## src/design/pwl_pkg.sv

```systemverilog
// Package for the pairwise linkage entropy table.
// Holds sizing constants, shared types and helper functions.
// Used by every module of the block but pwl_ram, and by its checker.
package pwl_pkg;

    localparam int GENES      = 32;
    localparam int COUNT_BITS = 16;
    localparam int PAIRS      = GENES * (GENES - 1) / 2;
    localparam int LANES      = 8;
    localparam int LANE_W     = $clog2(LANES);
    localparam int SLOTS      = (PAIRS + LANES - 1) / LANES;
    localparam int SLOT_W     = (SLOTS > 1) ? $clog2(SLOTS) : 1;
    localparam int GIDX_W     = $clog2(GENES) + 1;
    localparam int CW         = COUNT_BITS;
    localparam int EW         = $clog2(COUNT_BITS);
    localparam int LOG_W      = EW + 16;
    localparam int PROD_W     = CW + LOG_W;
    localparam int ACC_W      = PROD_W + 3;
    localparam int DIST_W     = 17;
    localparam int LOG_STEPS  = 16;
    localparam int DIV_STEPS  = 16;
    localparam int LOG_VALUES = 9;

    localparam logic [COUNT_BITS-1:0] COUNT_MAX = '1;
    localparam logic [DIST_W-1:0]     ONE_Q16   = DIST_W'(65536);

    localparam logic OP_ADD   = 1'b0;
    localparam logic OP_QUERY = 1'b1;

    typedef struct packed {
        logic [GIDX_W-1:0] i;
        logic [GIDX_W-1:0] j;
    } pair_t;

    typedef struct packed {
        logic              start;
        logic              first;
        logic              pair_ok;
        logic              bit_i;
        logic              bit_j;
        logic [SLOT_W-1:0] slot;
    } lane_ctl_t;

    // Next pair in row order (i<j); once past the last pair it holds.
    function automatic pair_t next_pair(input pair_t p);
        pair_t n;
        n = p;
        if (p.i < GIDX_W'(GENES - 1))
        begin
            if (p.j < GIDX_W'(GENES - 1))
            begin
                n.j = p.j + 1'b1;
            end
            else
            begin
                n.i = p.i + 1'b1;
                n.j = p.i + GIDX_W'(2);
            end
        end
        return n;
    endfunction

    function automatic logic [15:0] pair_index(input logic [4:0] lo, input logic [4:0] hi);
        logic [15:0] l;
        l = 16'(lo);
        return l * 16'(GENES) - ((l * (l + 16'd1)) >> 1) + 16'(hi) - l - 16'd1;
    endfunction

endpackage

```

## src/design/pwl_merge.sv

```systemverilog
// Merging stage: joins the lane completion flags and picks the distance
// of the queried lane, or zero when force_zero is set. Depends on pwl_pkg.
module pwl_merge (
    input  logic [pwl_pkg::LANES-1:0]  lane_done,
    input  logic [pwl_pkg::DIST_W-1:0] lane_dist [pwl_pkg::LANES],
    input  logic [pwl_pkg::LANE_W-1:0] sel,
    input  logic                       force_zero,
    output logic                       all_done,
    output logic [pwl_pkg::DIST_W-1:0] sel_dist
);
    import pwl_pkg::*;

    assign all_done = &lane_done;
    assign sel_dist = force_zero ? '0 : lane_dist[sel];
endmodule

```

## config.mk

```make
export PLATFORM = sky130hd
export DESIGN_NAME = pwl_merge
export DESIGN_NICKNAME = d
export VERILOG_FILES = /design/src/design/pwl_pkg.sv /design/src/design/pwl_merge.sv
export SDC_FILE = /design/constraint.sdc
export NUM_CORES = 1
export LEC_CHECK = 0
export BUFFER_PORTS_ARGS = -buffer_cell sky130_fd_sc_hd__buf_2
export CORE_ASPECT_RATIO = 0.5
export CORE_MARGIN = 8
export CORE_UTILIZATION = 34
export DETAILED_ROUTE_END_ITERATION = 10
export PLACE_DENSITY = 0.92
export SLEW_MARGIN = 20
export SYNTH_ARGS = -nofsm -noshare
export SYNTH_HDL_FRONTEND = slang
export SYNTH_SLANG_ARGS = --single-unit
```

## constraint.sdc

```tcl
create_clock -name vclk -period 3
set_input_delay 0.45 -clock vclk [all_inputs]
set_output_delay 0.45 -clock vclk [all_outputs]
set_load 0.02 [all_outputs]
```

==> results.py <==
metrics = {
    "outcome": {
        "status": "complete, no violations",
    },
    "finish": {
        "final_cell_mix": "buf_2 (166), mux4_2 (32), nor2_1 (18), mux2i_1 (17)",
        "area_growth_syn_to_layout_pct": 72.6,
        "final_cell_count_no_fill": 280,
        "design.seq.count": 0,
        "final_common_cell": "buf_2",
        "regArea_um2": 0,
        "final_util_pct": 62.9,
        "clock_buffer_count": 0,
        "diodes": 0,
        "nNetsFinal": 390,
        "layout-drive-gt1-share_pct": 83.8,
    },
    "global_route": {
        "grt_pass1_vias": 1692,
        "grt_pass1_wl_um": 8800,
        "grt.overflow.total": 0,
        "grt_max_degree": 35,
        "grt.total_usage_pct": 19.1,
        "grt_antenna_before_repair": 0,
    },
    "detailed_routing": {
        "drc": 0,
        "firstDrtPassIters": 5,
        "wl_um": 5940,
        "drt_iter0_drc": 75,
        "vias": 1487,
        "wl_per_cell_um": 21.2,
        "vias_per_cell": 5.31,
        "antenna_left": 0,
    },
    "logic_synthesis": {
        "syn-mean-instance-area_um2": 13.5,
        "synthCells": 83,
        "synth.largest_area_cell": "mux4_2",
        "netlist-cell-type-count": 10,
        "synth_area_leaders": "mux4_2 (64%), mux2i_1 (15%), nor2_1 (6.0%), mux4_1 (4.7%), buf_12 (3.6%)",
        "netlist_area_um2": 1120,
        "syn_nets": 231,
        "synth_warnings": 0,
        "synth_seq_area_share_pct": 0,
        "synth_top_area_share_pct": 64.1,
    },
    "setup_path": {
        "cp_data_required_time_ns": 2.55,
        "critPathArrivalTime_ns": 1.79,
        "crit_path_start_kind": "input port",
        "crit_fanout": 18,
        "crit_start": "sel[2]",
        "path_class": "in -> out",
        "end_kind": "primary output",
    },
    "timing": {
        "rsz0062_at_grt": "no",
        "hold_viol_final": 0,
        "finalCriticalPeriod_ns": 2.24,
        "slew_headroom_pct": 65.4,
        "slew_viol_final": 0,
        "fin_crit_sh_pct": 74.7,
        "tightest_slew_ns": 0.519,
        "timing.fmax_mhz": 446,
        "hold_slack_ns": 1.23,
        "setup_viol": 0,
        "tns_ns": 0,
    },
    "place": {
        "dp_cells": 280,
        "port_buffers": 166,
        "dp_hpwl_um": 5240,
        "gp_congestion": 0.832,
    },
    "pwr": {
        "clockPowerShare_pct": 0,
        "pwr_density_cell_nw_per_um2": 154,
        "switching_share_pct": 41.6,
        "seqPwrFrac_pct": 0,
        "intPower_mw": 0.174,
        "combPwrFrac_pct": 100.0,
        "p_leak_nw": 1.05,
        "power_switching_mw": 0.124,
        "worst_ir_drop_vdd_uv": 89.6,
    },
    "floorplan": {
        "initial_utilization_pct": 36.4,
        "ioPinCount": 166,
        "coreArea_um2": 3080,
        "num_rows": 14,
        "die_h_um": 56.7,
        "dieArea_um2": 5510,
        "die_w_um": 97.3,
    },
    "clock_network": {
        "ctsResizeCount": 0,
        "cts_hold_buf": 0,
        "postCtsSetupRepairBufs": 0,
    },
    "min_path": {
        "min_from": "lane_done[1]",
        "min_path_type": "in -> out",
    },
    "run": {
        "drv_cap": 0,
    },
}
-- final cells by class --
cell class         count  area [um^2]
well taps             40         50.0
fillers              275         1140
multi-input cells     71         1020
repair buffers       169          866
-- kinds of logic (layout without fill, tap and decap cells) --
| family | after synthesis | after routing | synth area share, % |
|---|---|---|---|
| buffers and inverters | 12 | 169 | 8.91 |
| and+or+nand+nor | 20 | 20 | 7.13 |
| muxes | 51 | 51 | 84.0 |
-- worst max-delay path: stages --
cell,delay (ns)
buf_2,0.37
buf_4,0.27
mux4_2,0.31
mux2i_1,0.15
nor2_1,0.06
buf_2,0.17
-- power groups by stage --
| stage | Combinational [mW] | Clock, mW | Sequential (mW) |
|---|---|---|---|
| after detailed placement | 0.298 | 0 | 0 |
| after global placement | 0.288 | 0 | 0 |
| after floorplan | 0.173 | 0 | 0 |
| final | 0.298 | 0 | 0 |
| after global routing | 0.318 | 0 | 0 |
| after CTS | 0.299 | 0 | 0 |
-- cells in the mapped netlist --
library cell	instances
mux2i_1	17
buf_2	6
nand4_1	2
buf_6	2
buf_1	1
clkbuf_1	1
mux4_1	2
mux4_2	32
nor2_1	18
buf_12	2
-- through the flow --
step	setup slack, ns	area [um^2]	total power, mW
CTS	0.734	1940	0.299
detailed placement	0.737	1940	0.298
finish	0.759	1940	0.298
global route	0.654	1940	0.318
global placement	0.796	1940	0.288
floorplan	1.07	1120	0.173
-- worst paths after layout --
check	cells past startpoint	slack [ns]	end
max	6	0.76	sel_dist[2]
min	4	1.23	all_done
-- metal layers --
layer / track usage [%] / vias to the layer above / wire length, um
met3: 2.07 / 6 / 221
met2: 41.0 / 46 / 3670
met1: 19.9 / 758 / 1990
met4: 1.92 / 0 / 52
li1: - / 677 / -
met5: 0 / - / 0
Power figures use the tool's default switching activity.
